## config.mk

```make
export PLATFORM = sky130hd
export DESIGN_NAME = priority_task_scheduler
export DESIGN_NICKNAME = d
export VERILOG_FILES = /design/src/sv/pts_pkg.sv /design/src/sv/pts_front.sv /design/src/sv/pts_back.sv /design/src/sv/priority_task_scheduler.sv
export SDC_FILE = /design/constraint.sdc
export NUM_CORES = 1
export LEC_CHECK = 0
export CORE_MARGIN = 10
export CORE_UTILIZATION = 45
export CTS_BUF_LIST = sky130_fd_sc_hd__clkbuf_8
export DETAILED_ROUTE_END_ITERATION = 7
export DONT_BUFFER_PORTS = 1
export PLACE_DENSITY = 0.64
export SLEW_MARGIN = 20
export SYNTH_ARGS = -nofsm -noshare
export SYNTH_HDL_FRONTEND = slang
export SYNTH_SLANG_ARGS = --single-unit
```

## constraint.sdc

```tcl
create_clock -name clk -period 5 [get_ports clk]
set_clock_uncertainty 0.2 [all_clocks]
set_input_delay 0.25 -clock clk [delete_from_list [all_inputs] [get_ports clk]]
set_output_delay 0.25 -clock clk [all_outputs]
set_load 0.01 [all_outputs]
```

## src/sv/pts_pkg.sv

```systemverilog
package pts_pkg;

  localparam int MAX_TASKS  = 16;
  localparam int NUM_LEVELS = 4;
  localparam int SLOT_W     = $clog2(MAX_TASKS);
  localparam int SLOTX_W    = $clog2(MAX_TASKS + 1);
  localparam int LVL_W      = $clog2(NUM_LEVELS);
  localparam int ID_W       = 16;
  localparam int QDEPTH     = 2;

  localparam logic [SLOTX_W-1:0] NO_SLOT = SLOTX_W'(MAX_TASKS);

  typedef enum logic [2:0] {
    OP_CREATE = 3'd0,
    OP_YIELD  = 3'd1,
    OP_EXIT   = 3'd2,
    OP_OWN    = 3'd3,
    OP_PARENT = 3'd4
  } op_t;

  localparam logic [1:0] ST_OK        = 2'd0;
  localparam logic [1:0] ST_NO_SLOT   = 2'd1;
  localparam logic [1:0] ST_NO_RUN    = 2'd2;
  localparam logic [1:0] ST_NO_PARENT = 2'd3;

  typedef struct packed {
    logic [2:0] operation;
    logic [1:0] priority_req;
  } in_item_t;

  typedef struct packed {
    logic [1:0]  status;
    logic [15:0] value;
    logic        running_valid;
    logic [15:0] running_id;
  } out_item_t;

  // Classified command handed from the front to the back.
  typedef struct packed {
    logic [2:0]       op;
    logic [LVL_W-1:0] lvl;
  } cmd_t;

endpackage

```

## src/sv/pts_front.sv

```systemverilog
module pts_front (
  input  logic              clk,
  input  logic              rst_n,
  input  pts_pkg::in_item_t in_item,
  input  logic              in_push,
  output logic              in_full,
  output pts_pkg::cmd_t     q_data,
  output logic              q_valid,
  input  logic              q_take
);

  localparam int PW = $clog2(pts_pkg::QDEPTH);

  pts_pkg::cmd_t    buf_r [pts_pkg::QDEPTH];
  logic [PW-1:0]    wp_r, rp_r;
  logic [PW:0]      cnt_r;
  pts_pkg::cmd_t    cmd;
  logic             wr, rd;

  // Priorities above the top level saturate.
  always_comb begin
    cmd.op = in_item.operation;
    if (32'(in_item.priority_req) >= pts_pkg::NUM_LEVELS) begin
      cmd.lvl = pts_pkg::LVL_W'(pts_pkg::NUM_LEVELS - 1);
    end else begin
      cmd.lvl = pts_pkg::LVL_W'(in_item.priority_req);
    end
  end

  assign in_full = (cnt_r == (PW+1)'(pts_pkg::QDEPTH));
  assign wr      = in_push && !in_full;
  assign rd      = q_take && q_valid;
  assign q_valid = (cnt_r != '0);
  assign q_data  = buf_r[rp_r];

  always_ff @(posedge clk) begin
    if (!rst_n) begin
      wp_r  <= '0;
      rp_r  <= '0;
      cnt_r <= '0;
    end else begin
      if (wr) wp_r <= wp_r + 1'b1;
      if (rd) rp_r <= rp_r + 1'b1;
      cnt_r <= cnt_r + (PW+1)'(wr) - (PW+1)'(rd);
    end
    if (wr) buf_r[wp_r] <= cmd;
  end

endmodule

```

## src/sv/pts_back.sv

```systemverilog
module pts_back (
  input  logic               clk,
  input  logic               rst_n,
  input  pts_pkg::cmd_t      q_data,
  input  logic               q_valid,
  output logic               q_take,
  output pts_pkg::out_item_t out_item,
  output logic               out_empty,
  input  logic               out_pop
);

  localparam int SW = pts_pkg::SLOT_W;
  localparam int XW = pts_pkg::SLOTX_W;
  localparam int LW = pts_pkg::LVL_W;
  localparam int NT = pts_pkg::MAX_TASKS;
  localparam int NL = pts_pkg::NUM_LEVELS;

  typedef enum logic [2:0] {S_IDLE, S_EXEC, S_SCAN, S_DONE} state_t;

  state_t         state_r;
  pts_pkg::cmd_t  cmd_r;
  logic [XW-1:0]  free_link_r [NT];
  logic [XW-1:0]  free_head_r, free_tail_r;
  logic [XW-1:0]  ready_link_r [NT];
  logic [XW-1:0]  level_head_r [NL];
  logic [SW-1:0]  level_tail_r [NL];
  logic [15:0]    slot_id_r [NT];
  logic [LW-1:0]  slot_level_r [NT];
  logic [XW-1:0]  slot_parent_r [NT];
  logic [XW-1:0]  running_r;
  logic [15:0]    id_counter_r;
  logic [LW:0]    scan_r;      // level being scanned, plus one
  logic [1:0]     status_r;
  logic [15:0]    value_r;
  logic           out_full_r;
  pts_pkg::out_item_t out_r;

  logic           running;
  logic [SW-1:0]  rs;
  logic [LW-1:0]  scan_l;
  logic [LW:0]    floor_l;

  assign running   = (running_r != pts_pkg::NO_SLOT);
  assign rs        = running_r[SW-1:0];
  assign scan_l    = LW'(scan_r - 1'b1);
  assign floor_l   = running ? (LW+1)'(slot_level_r[rs]) : '0;
  assign q_take    = (state_r == S_IDLE) && q_valid;
  assign out_empty = !out_full_r;
  assign out_item  = out_r;

  always_ff @(posedge clk) begin
    if (!rst_n) begin
      state_r     <= S_IDLE;
      free_head_r <= '0;
      free_tail_r <= XW'(NT - 1);
      for (int i = 0; i < NT; i++) begin
        free_link_r[i] <= (i == NT - 1) ? pts_pkg::NO_SLOT : XW'(i + 1);
      end
      for (int i = 0; i < NL; i++) level_head_r[i] <= pts_pkg::NO_SLOT;
      running_r    <= pts_pkg::NO_SLOT;
      id_counter_r <= '0;
      out_full_r   <= 1'b0;
    end else begin
      if (out_pop && out_full_r && state_r != S_DONE) out_full_r <= 1'b0;
      unique case (state_r)
        S_IDLE: begin
          if (q_valid) begin
            cmd_r    <= q_data;
            status_r <= pts_pkg::ST_OK;
            value_r  <= '0;
            state_r  <= S_EXEC;
          end
        end
        S_EXEC: begin
          state_r <= S_DONE;
          unique case (cmd_r.op)
            pts_pkg::OP_CREATE: begin
              if (free_head_r == pts_pkg::NO_SLOT) begin
                status_r <= pts_pkg::ST_NO_SLOT;
              end else begin
                free_head_r <= free_link_r[free_head_r[SW-1:0]];
                id_counter_r <= id_counter_r + 1'b1;
                slot_id_r[free_head_r[SW-1:0]]     <= id_counter_r;
                slot_level_r[free_head_r[SW-1:0]]  <= cmd_r.lvl;
                slot_parent_r[free_head_r[SW-1:0]] <= running_r;
                value_r <= id_counter_r;
                if (id_counter_r == '0) begin
                  if (running) begin
                    ready_link_r[rs] <= pts_pkg::NO_SLOT;
                    if (level_head_r[slot_level_r[rs]] == pts_pkg::NO_SLOT)
                      level_head_r[slot_level_r[rs]] <= running_r;
                    else
                      ready_link_r[level_tail_r[slot_level_r[rs]]] <= running_r;
                    level_tail_r[slot_level_r[rs]] <= rs;
                  end
                  running_r <= free_head_r;
                end else begin
                  ready_link_r[free_head_r[SW-1:0]] <= pts_pkg::NO_SLOT;
                  if (level_head_r[cmd_r.lvl] == pts_pkg::NO_SLOT)
                    level_head_r[cmd_r.lvl] <= free_head_r;
                  else
                    ready_link_r[level_tail_r[cmd_r.lvl]] <= free_head_r;
                  level_tail_r[cmd_r.lvl] <= free_head_r[SW-1:0];
                  scan_r  <= (LW+1)'(NL);
                  state_r <= S_SCAN;
                end
              end
            end
            pts_pkg::OP_YIELD: begin
              if (!running) status_r <= pts_pkg::ST_NO_RUN;
              else begin
                scan_r  <= (LW+1)'(NL);
                state_r <= S_SCAN;
              end
            end
            pts_pkg::OP_EXIT: begin
              if (!running) status_r <= pts_pkg::ST_NO_RUN;
              else begin
                free_link_r[rs] <= pts_pkg::NO_SLOT;
                if (free_head_r == pts_pkg::NO_SLOT) free_head_r <= running_r;
                else free_link_r[free_tail_r[SW-1:0]] <= running_r;
                free_tail_r <= running_r;
                running_r   <= pts_pkg::NO_SLOT;
                scan_r      <= (LW+1)'(NL);
                state_r     <= S_SCAN;
              end
            end
            pts_pkg::OP_OWN: begin
              if (!running) status_r <= pts_pkg::ST_NO_RUN;
              else value_r <= slot_id_r[rs];
            end
            pts_pkg::OP_PARENT: begin
              if (!running) status_r <= pts_pkg::ST_NO_RUN;
              else if (slot_parent_r[rs] == pts_pkg::NO_SLOT)
                status_r <= pts_pkg::ST_NO_PARENT;
              else value_r <= slot_id_r[slot_parent_r[rs][SW-1:0]];
            end
            default: ;
          endcase
        end
        S_SCAN: begin
          // One level per cycle, from the top down to the floor.
          if (scan_r <= floor_l) begin
            state_r <= S_DONE;
          end else if (level_head_r[scan_l] != pts_pkg::NO_SLOT) begin
            // When the running task sits at this level and the head is the
            // only entry, the running task becomes the whole queue.
            if (running && slot_level_r[rs] == scan_l &&
                ready_link_r[level_head_r[scan_l][SW-1:0]] == pts_pkg::NO_SLOT)
              level_head_r[scan_l] <= running_r;
            else
              level_head_r[scan_l] <= ready_link_r[level_head_r[scan_l][SW-1:0]];
            if (running) begin
              ready_link_r[rs] <= pts_pkg::NO_SLOT;
              if (level_head_r[slot_level_r[rs]] == pts_pkg::NO_SLOT)
                level_head_r[slot_level_r[rs]] <= running_r;
              else if (slot_level_r[rs] != scan_l ||
                       ready_link_r[level_head_r[scan_l][SW-1:0]] != pts_pkg::NO_SLOT)
                ready_link_r[level_tail_r[slot_level_r[rs]]] <= running_r;
              level_tail_r[slot_level_r[rs]] <= rs;
            end
            running_r <= level_head_r[scan_l];
            state_r   <= S_DONE;
          end else begin
            scan_r <= scan_r - 1'b1;
          end
        end
        S_DONE: begin
          if (!out_full_r || out_pop) begin
            out_r.status        <= status_r;
            out_r.value         <= value_r;
            out_r.running_valid <= running;
            out_r.running_id    <= running ? slot_id_r[rs] : '0;
            out_full_r          <= 1'b1;
            state_r             <= S_IDLE;
          end
        end
        default: state_r <= S_IDLE;
      endcase
    end
  end

  a_done_slot: assert property (@(posedge clk) disable iff (!rst_n)
    (state_r == S_DONE && out_full_r && !out_pop) |=> state_r == S_DONE)
    else $error("result overwritten");
  a_out_hold: assert property (@(posedge clk) disable iff (!rst_n)
    (out_full_r && !out_pop) |=> $stable(out_r))
    else $error("held result changed");
  a_take_idle: assert property (@(posedge clk) disable iff (!rst_n)
    q_take |=> state_r == S_EXEC)
    else $error("command lost");

endmodule

```

## src/sv/priority_task_scheduler.sv

```systemverilog
// Priority task scheduler: task slots, a free-slot FIFO and one FIFO ready
// queue per priority level, driven by scheduler calls.
// Input channel: in_item (operation, priority_req) is transferred when in_push
// is high and in_full is low. A two-entry command queue sits between the
// front, which classifies calls, and the back, which executes them.
// Result channel: one result per call. It is shown while out_empty is low and
// transferred when out_pop is high.
// A call passes through three steps in the back (start, execute, deliver).
// A reschedule adds a scan of the priority levels from the top down, which
// stops at the first level with a ready task or, if every level is empty,
// at the floor.
// Reset (synchronous, rst_n low) chains all slots into the free FIFO, empties
// every level and leaves no task running; the result register is empty.
// When the receiver stalls, the result holds, the back waits in its deliver
// step and the command queue absorbs up to two more calls before in_full.
module priority_task_scheduler (
  input  logic               clk,
  input  logic               rst_n,
  input  pts_pkg::in_item_t  in_item,
  input  logic               in_push,
  output logic               in_full,
  output pts_pkg::out_item_t out_item,
  output logic               out_empty,
  input  logic               out_pop
);

  pts_pkg::cmd_t q_data;
  logic          q_valid, q_take;

  pts_front u_front (
    .clk, .rst_n, .in_item, .in_push, .in_full,
    .q_data, .q_valid, .q_take
  );

  pts_back u_back (
    .clk, .rst_n, .q_data, .q_valid, .q_take,
    .out_item, .out_empty, .out_pop
  );

endmodule
```

-- Word-level counts from Yosys, hierarchy flattened
Memories as Yosys holds them, arrays and structs flattened. A register that Yosys moved wholly into a read port is not among the register bits.
Cells that the tools add are included.
W data, S select, Z words.
- bits in registers: 94
- bits in writable memories: 574
- input bits: 9
- output and inout port bits: 37
- logic and storage cells: 298
- memories: 8
- $add $sub $neg: 6
- order comparisons: 1
- eq/ne operators: 45
- muxes and demuxes: 172
- bitwise logic cells: 12
- reduce and logical (&&, ||, !) cells: 38
- memory list (memory ; words ; width ; read ports ; clocked after memory_dff ; write ports ; RTL line ; text):
    u_back.slot_id_r ; 16 ; 16 ; 2 ; 1 ; 1 ; pts_back.sv:27 ; logic [15:0] slot_id_r [NT];
    u_back.free_link_r ; 16 ; 5 ; 1 ; 1 ; 16 ; pts_back.sv:22 ; logic [XW-1:0] free_link_r [NT];
    u_back.ready_link_r ; 16 ; 5 ; 1 ; 0 ; 2 ; pts_back.sv:24 ; logic [XW-1:0] ready_link_r [NT];
    u_back.slot_parent_r ; 16 ; 5 ; 1 ; 1 ; 1 ; pts_back.sv:29 ; logic [XW-1:0] slot_parent_r [NT];
    u_back.slot_level_r ; 16 ; 2 ; 1 ; 1 ; 1 ; pts_back.sv:28 ; logic [LW-1:0] slot_level_r [NT];
    u_back.level_head_r ; 4 ; 5 ; 3 ; 0 ; 4 ; pts_back.sv:25 ; logic [XW-1:0] level_head_r [NL];
    +2 memories ; -- ; -- ; -- ; -- ; -- ; -- ;
- operators by type and width (operator ; count):
    $mux W1 ; 103
    $mux W5 ; 19
    $mux W16 ; 5
    $mux W4 ; 14
    $pmux W16 S3 ; 1
    $reduce_or A5 Y1 ; 7
    $pmux W16 S2 ; 1
    $mux W3 ; 10
    $pmux W5 S2 ; 3
    $eq A5 B5 Y1 const B ; 5
    $ne A3 B2 Y1 const B ; 7
    $mux W2 ; 10
    $ne A3 B3 Y1 const B ; 6
    $pmux W3 S2 ; 3
    $add A16 B1 Y16 const B ; 1
    $logic_not A16 Y1 ; 1
    $reduce_and A8 Y1 ; 2
    $ne A5 B5 Y1 const B ; 3
    $reduce_and A3 Y1 ; 5
    $reduce_and A7 Y1 ; 2
    $eq A3 B2 Y1 const B ; 4
    $pmux W3 S4 ; 1
    $ne A2 B1 Y1 const B ; 5
    $ne A4 B3 Y1 const B ; 2
    other kinds (27) ; 54

-- Logic depth before layout (Yosys ltp)
Gate-level depths: netlist of the first run.
An unclocked memory read counts as a cell.
- depth in word-level cells: 15
- depth in mapped cells: 18
- depth with buffers taken out: 14

-- By module
From an unflattened synthesis of the first run, not the netlist that was laid out.
- cells, all modules: 2103
- area, all modules: 31853.0 um^2
- modules (own cells, without submodules) (module ; instances ; cells each ; area an instance (um^2) ; seq. area each (um^2)):
    pts_back ; 1 ; 2062 ; 31261.2 ; 19628.8
    pts_front ; 1 ; 41 ; 591.8 ; 400.4

-- Worst setup path after synthesis of the first run
OpenSTA, ideal clock, no wires.
- path type: register to register
- from: register u_back.running_r[3]
- to: memory u_back.ready_link_r[12][0] (netlist bit) (enable)
- setup time: 0.377 ns
- arrival: 4.065 ns
- data required time: 4.423 ns
- setup slack: 0.358 ns
- cell stages (with the launch flop): 18
- path buffers: 5
- clock period less this slack: 4.642 ns
- cell sequence: dfxtp_1 clkbuf_1 nor2_1 and3_1 clkbuf_1 inv_1 clkbuf_1 clkbuf_1 nand2_1 ha_1 nor2b_1 a2bb2oi_1 o2111ai_1 o21ai_0 a31o_2 o311ai_4 buf_4 o32ai_1
- RTL lines (item ; RTL line ; text):
    start, declared ; pts_back.sv:30 ; logic [XW-1:0] running_r;
    start signal, assigned ; pts_back.sv:60 ; running_r <= pts_pkg::NO_SLOT;
    start signal, assigned ; pts_back.sv:96 ; running_r <= free_head_r;
    start signal, assigned ; pts_back.sv:123 ; running_r <= pts_pkg::NO_SLOT;
    end, declared ; pts_back.sv:24 ;

==> qor.yml, run 1 <==
run_status: "completed"
reg2reg_slack_ns: 0.37
cp_cell_sequence: "mux4_2 -> mux4_2 -> nand2_1 -> ha_1 -> nor2b_1 -> a2bb2oi_1 -> o2111ai_1 -> o21ai_0 -> a31o_2 -> o311ai_4 -> o32ai_1"
rsz0062_at_grt: "false"
critical-path-top-delay-family: "compound AO/OA/AOI/OAI gates"
arrival_ns: 4.77
synth_area_sq_um: 31500
worst_slack_ns: 0.371
setup.worst_path.end: "u_back.ready_link_r[15][4]"
slew-limit-headroom_pct: 24.3
fp.dieH_um: 285
design_area_sq_um: 35200
drt_iter0_markers: 2308
grt_pass1_vias: 20306
cts_tree: "done"
synthSimpleGateAreaFrac_pct: 10.2
h-tree-depth: 3
setup_viol: 0
synthToLayoutAreaGrowth_pct: 11.7
fin_crit_sh_pct: 92.6
synth_top_family_by_area: "multiplexers"
post-cts-setup-buffers: 0
io_buffers: 0
dp_cells: 3089
required_ns: 5.14
synth_top_area_share_pct: 60.5
synth_compound_area_share_pct: 8.04
maxCapViolCount: 0
path_buf_inv: 0
place_hpwl_um: 52700
placed_area_sq_um: 32900
crit_type: "reg2reg"
drive_above_1_share_pct: 19.7
clockRootBuffer: "clkbuf_8"
coreArea_sq_um: 69800
finalCriticalPeriod_ns: 4.63
drt_wl_total_um: 85600
muxShareOfSynthArea_pct: 14.4
final_max_slew_viol_count: 0
final_net_count: 2299
p_leak_nw: 11.4
ys_async_sr_fraction_pct: 0
tightestPinTransition_ns: 1.13
synth-seq-area-share_pct: 63.3
worst-path-max-fanout: 11
clockBufferDepth: 3
ys.flop_type: "edfxtp_1"
ys_warn_count: 0
slowest_delay_ns: 0.80
ys_seq_elements: 680
synth_cell_type_count: 82
end_kind: "flop"
synthXorXnorAreaFrac_pct: 0.528
grt_usage_pct: 20.6
io-pin-count: 46
num_vias: 20499
drcViolationCount: 0
synth_edf_count: 635
synth_area_leaders: "edfxtp_1 60%, mux4_2 10%, mux2i_1 3.5%"
clkLatencyLatePin_ns: 0.74
crit_cells: 11
antenna_found_initial: 3
clk_pin_slew_ns: 0.06
worstRegToRegCells: 11
dieArea_sq_um: 81100
fmaxAchievable_mhz: 216
max-vdd-ir-drop_v: 0.000318
synth_fp_nets: 2233
hold_class: "in2reg"
crit_path_start_kind: "flop"
crit_path_top_delay_cell: "o32ai_1"
avgRoutedWirePerCell_um: 25.9
ant_nets: 0
hold_slack_ns: 0.194
syn_area_per_cell_sq_um: 14.3
die_w_um: 285
synth_common_cells: "635 x edfxtp_1, 233 x nand2_1, 173 x nor2_1"
cpMostUsedCell: "mux4_2"
cts_buffers: 108
grt_max_degree: 82
hold_violations: 0
yosys.area_share.adder_pct: 0.635
cts_sinks: 680
tns_ns: 0
yosysTopAreaCell: "edfxtp_1"
regToRegEndpoint: "u_back.ready_link_r[15][4]"
rows: 97
first_pass_iters: 5
via_per_inst: 6.19
final_cells: 3310
initial_core_util_pct: 45.2
synth_cells: 2208
overflow: 0
grt_pass1_wl_um: 128000
p_per_area_nw_per_um2: 536
gp_congestion: 0.910
pre_cts_ws_ns: 0.460
synthMostInstantiatedCell: "edfxtp_1"
[sequential cells by signal (all words and copies together), names as in the netlist, 10 cells and up, named ones only]
register              count
u_back.free_link_r       80
u_back.id_counter_r      16
u_back.level_head_r      20
u_back.level_tail_r      16
u_back.out_item          35
u_back.ready_link_r      80
u_back.slot_id_r        256
u_back.slot_level_r      32
u_back.slot_parent_r     80
u_back.value_r           16
u_front.buf_r            10
[final cells by class]
type	count	area, sq um
clock buffers	128	1760
clock inverters	77	448
well taps	940	1180
diodes	1	2.50
multi-input cells	1344	10800
fillers	5826	34600
repair buffers	110	923
flip-flops and latches	680	20000
inverters	30	114
[worst register-to-register path: stages, from the launching register on]
cell and delay [ns]:
dfxtp_4 0.44, mux4_2 0.52, mux4_2 0.51, nand2_1 0.10, ha_1 0.14, nor2b_1 0.15, a2bb2oi_1 0.30, o2111ai_1 0.17
o21ai_0 0.36, a31o_2 0.31, o311ai_4 0.25, o32ai_1 0.80
[kinds of logic after synthesis]
group / after synthesis
compound gates: 344
xor+xnor: 19
mux: 271
simple gates: 694
fa+ha+maj: 16
buf+inv: 184
flops: 680
[stage by stage]
stage	utilization, %	power [mW]
global placement	47.1	14.0
detailed placement	47.1	14.1
finish	50.5	18.9
CTS	50.5	18.9
global route	50.5	19.7
floorplan	-	11.9
[what timing repair did]
item                      in CTS  in global routing
hold buffers                  15                  0
gates resized for setup        0                  0
hold endpoints to repair     272                  0
[worst min-delay path by stage]
stage                     from                    end  slack [ns]  cells past startpoint
finish                 in_push           u_front.wp_r        0.19                      4
detailed placement       rst_n  u_back.free_tail_r[2]        0.13                      1
floorplan           in_item[0]    u_front.buf_r[0][0]        0.15                      0
global placement         rst_n  u_back.free_tail_r[0]        0.13                      1
global route           in_push           u_front.wp_r        0.20                      4
CTS                    in_push           u_front.wp_r        0.15                      4
[per-layer routing]
layer | up-vias | track usage, % | share of wire (%)
met3 | 247 | 4.06 | 8.1
met5 | - | 0 | 0.021
met4 | 2 | 9.14 | 4.1
met2 | 1079 | 33.0 | 47
met1 | 10290 | 27.0 | 40
li1 | 8881 | - | -
[power breakdown]
group,internal (mW),switching (mW),total [mW]
Clock,2.50,2.28,4.78
Sequential,6.61,0.191,6.80
Combinational,2.59,4.71,7.30
[cells in the final DEF, fill, tap and decap left out, types with 23 or more instances in the layout]
cell / n
o21a_1: 27
edfxtp_1: 635
a21oi_1: 41
buf_4: 91
mux4_2: 144
and2_1: 30
nor3_1: 75
mux2i_1: 108
nand3_1: 53
clkbuf_8: 128
nor2_1: 159
a32oi_1: 33
inv_1: 57
dfxtp_1: 41
nor4_1: 23
o21ai_0: 73
nand2_1: 233
No activity file was read; power rests on OpenSTA's default activity.
==> run 2, diff against run 1 <==
- ABC_AREA: not set -> 1
==> run 2 against run 1 <==
Compared with the run above:
- clock power down 5.2%
- via count grew 26%
- critical endpoint is now u_back.ready_link_r[13][1]
- worst hold slack improved by 0.023 ns
==> qor.yml, run 2 <==
synth_cells: 3353
clockBufferDepth: 3
grt_pass1_vias: 24306
grt_max_degree: 143
cts_buffers: 112
layout.cells.most_common_list: "635 x edfxtp_1, 631 x nand2_1, 375 x nor2_1"
final_cells: 4408
drcViolationCount: 0
final_net_count: 3385
hold_class: "reg2reg"
dieArea_sq_um: 84000
rsz0062_at_grt: "false"
maxCapViolCount: 0
ys.flop_type: "edfxtp_1"
rows: 98
synthToLayoutAreaGrowth_pct: 9.83
ys_async_sr_fraction_pct: 0
io_buffers: 0
drive_above_1_share_pct: 9.93
ant_nets: 0
worstRegToRegCells: 14
place_hpwl_um: 59200
utilization_pct: 50.1
syn_area_per_cell_sq_um: 9.77
overflow: 0
run_status: "completed"
power_frac_seq_pct: 34.2
ys_warn_count: 0
hold_slack_ns: 0.218
via_per_inst: 5.85
h-tree-depth: 3
crit_type: "reg2reg"
final_common_cell: "edfxtp_1"
fin_crit_sh_pct: 92.7
slew-limit-headroom_pct: 20.7
synth_cell_type_count: 56
synth_area_sq_um: 32800
avgRoutedWirePerCell_um: 22.3
setup_viol: 0
p_leak_nw: 13.3
synth_common_cells: "635 x edfxtp_1, 633 x nand2_1, 392 x nor2_1"
yosysTopAreaCell: "edfxtp_1"
synth_area_leaders: "edfxtp_1 58%, nand2_1 7.3%, nand3_1 5.4%"
drt_iter0_markers: 3527
synth_top_area_share_pct: 58.2
num_vias: 25777
synthMostInstantiatedCell: "edfxtp_1"
required_ns: 5.14
crit_start: "u_back.scan_r[1]"
p_sw_share_pct: 44.8
fmaxAchievable_mhz: 216
max-vdd-ir-drop_v: 0.000689
largest_reg_flops: 256
min_from: "u_back.value_r[9]"
tightestPinTransition_ns: 1.19
placed_area_sq_um: 33700
arrival_ns: 4.78
pwr-share-clk_pct: 22.8
p_per_area_nw_per_um2: 553
power_frac_comb_pct: 43.0
synth_edf_count: 635
cts_sinks: 680
dp_cells: 4181
hold_violations: 0
tns_ns: 0
crit_path_start_kind: "flop"
worst-path-max-fanout: 21
clkLatencyLatePin_ns: 0.74
grt_pass1_wl_um: 147000
die_w_um: 290
hold_depth: 0
intPower_mw: 11.0
cts_tree: "done"
end_kind: "flop"
clk_pin_slew_ns: 0.06
antenna_found_initial: 4
ys_seq_elements: 680
synth-seq-area-share_pct: 61.0
r2r_start: "u_back.scan_r[1]"
fp.dieH_um: 290
switchingPower_mw: 8.92
finalCriticalPeriod_ns: 4.64
cp_cell_sequence: "inv_1 -> ha_1 -> inv_2 -> nand2_1 -> nand2_1 -> nand3_1 -> nor2_1 -> nor2_2 -> nand2_1 -> a21oi_2 -> nor2_1 -> inv_1 -> nand3_1 -> o21ai_0"
first_pass_iters: 8
initial_core_util_pct: 45.6
grt_usage_pct: 22.9
gp_congestion: 0.900
slowest_delay_ns: 0.58
io-pin-count: 46
final_max_slew_viol_count: 0
design_area_sq_um: 36000
synth_fp_nets: 3378
clockRootBuffer: "clkbuf_8"
cpMostUsedCell: "nand2_1"
drt_wl_total_um: 98200
crit_path_top_delay_cell: "ha_1"
coreArea_sq_um: 71900
-- run 2: routing by layer --
metal / share of wire (%) / track usage, % / wire length (um) / vias up
met2: 46 / 36.4 / 45200 / 1520
met3: 9.8 / 4.08 / 9670 / 302
met1: 40 / 30.5 / 39400 / 12154
li1: - / - / - / 11799
met4: 4.0 / 9.74 / 3890 / 2
met5: 0.051 / 0 / 50 / -
-- run 2: worst max-delay path: cells and delay by family, from the launching register on --
family                   cells  cell delay, ns
adder cells (fa/ha/maj)      1            0.58
flip-flops                   1            0.46
buffers and inverters        3            0.54
AO/OA/AOI/OAI                2            0.79
AND/OR/NAND/NOR              8            1.66
-- run 2: final timing paths --
path	end	slack, ns
worst max-delay path	u_back.ready_link_r[13][1]	0.36
worst min-delay path	u_back.out_item[26]	0.22
worst max register to register	u_back.ready_link_r[13][1]	0.36
worst min register to register	u_back.out_item[26]	0.22
-- run 2: repair_timing --
action | in CTS | in global routing
resized for setup | 0 | 2
hold endpoints to repair | 138 | 0
hold buffers | 15 | 0
setup endpoints to repair | 0 | 7
buffers inserted | 0 | 0
-- run 2: stage by stage --
stage / setup WS, ns / total power, mW
2_1_floorplan: 1.03 / 12.5
3_3_place_gp: 0.452 / 15.2
3_5_place_dp: 0.450 / 15.2
4_1_cts: 0.392 / 19.7
5_1_grt: 0.00538 / 20.9
6_report: 0.363 / 19.9
-- run 2: final cells by class --
type / instances / area, sq um
Sequential cell: 680 / 20000
Clock buffer: 122 / 1680
Multi-Input combinational cell: 2230 / 11100
Tap cell: 950 / 1190
Antenna cell: 3 / 7.51
Inverter: 250 / 956
Clock inverter: 87 / 385
Timing Repair Buffer: 86 / 718
Fill cell: 6571 / 35900
-- run 2: cells by family after synthesis --
kind of cell	share of synthesized area [%]
buffers and inverters	5.70
AND/OR/NAND/NOR	20.4
XOR/XNOR	0.0535
multiplexers	0.611
AO/OA/AOI/OAI	11.7
adder cells (fa/ha/maj)	0.611
flip-flops	61.0
-- run 2: power by group through the flow --
stage	Clock [mW]	Sequential, mW	Combinational [mW]
floorplan	0	6.83	5.67
global placement	0	6.91	8.27
detailed placement	0	6.92	8.29
CTS	4.58	6.80	8.35
global route	4.84	6.83	9.26
finish	4.53	6.80	8.56
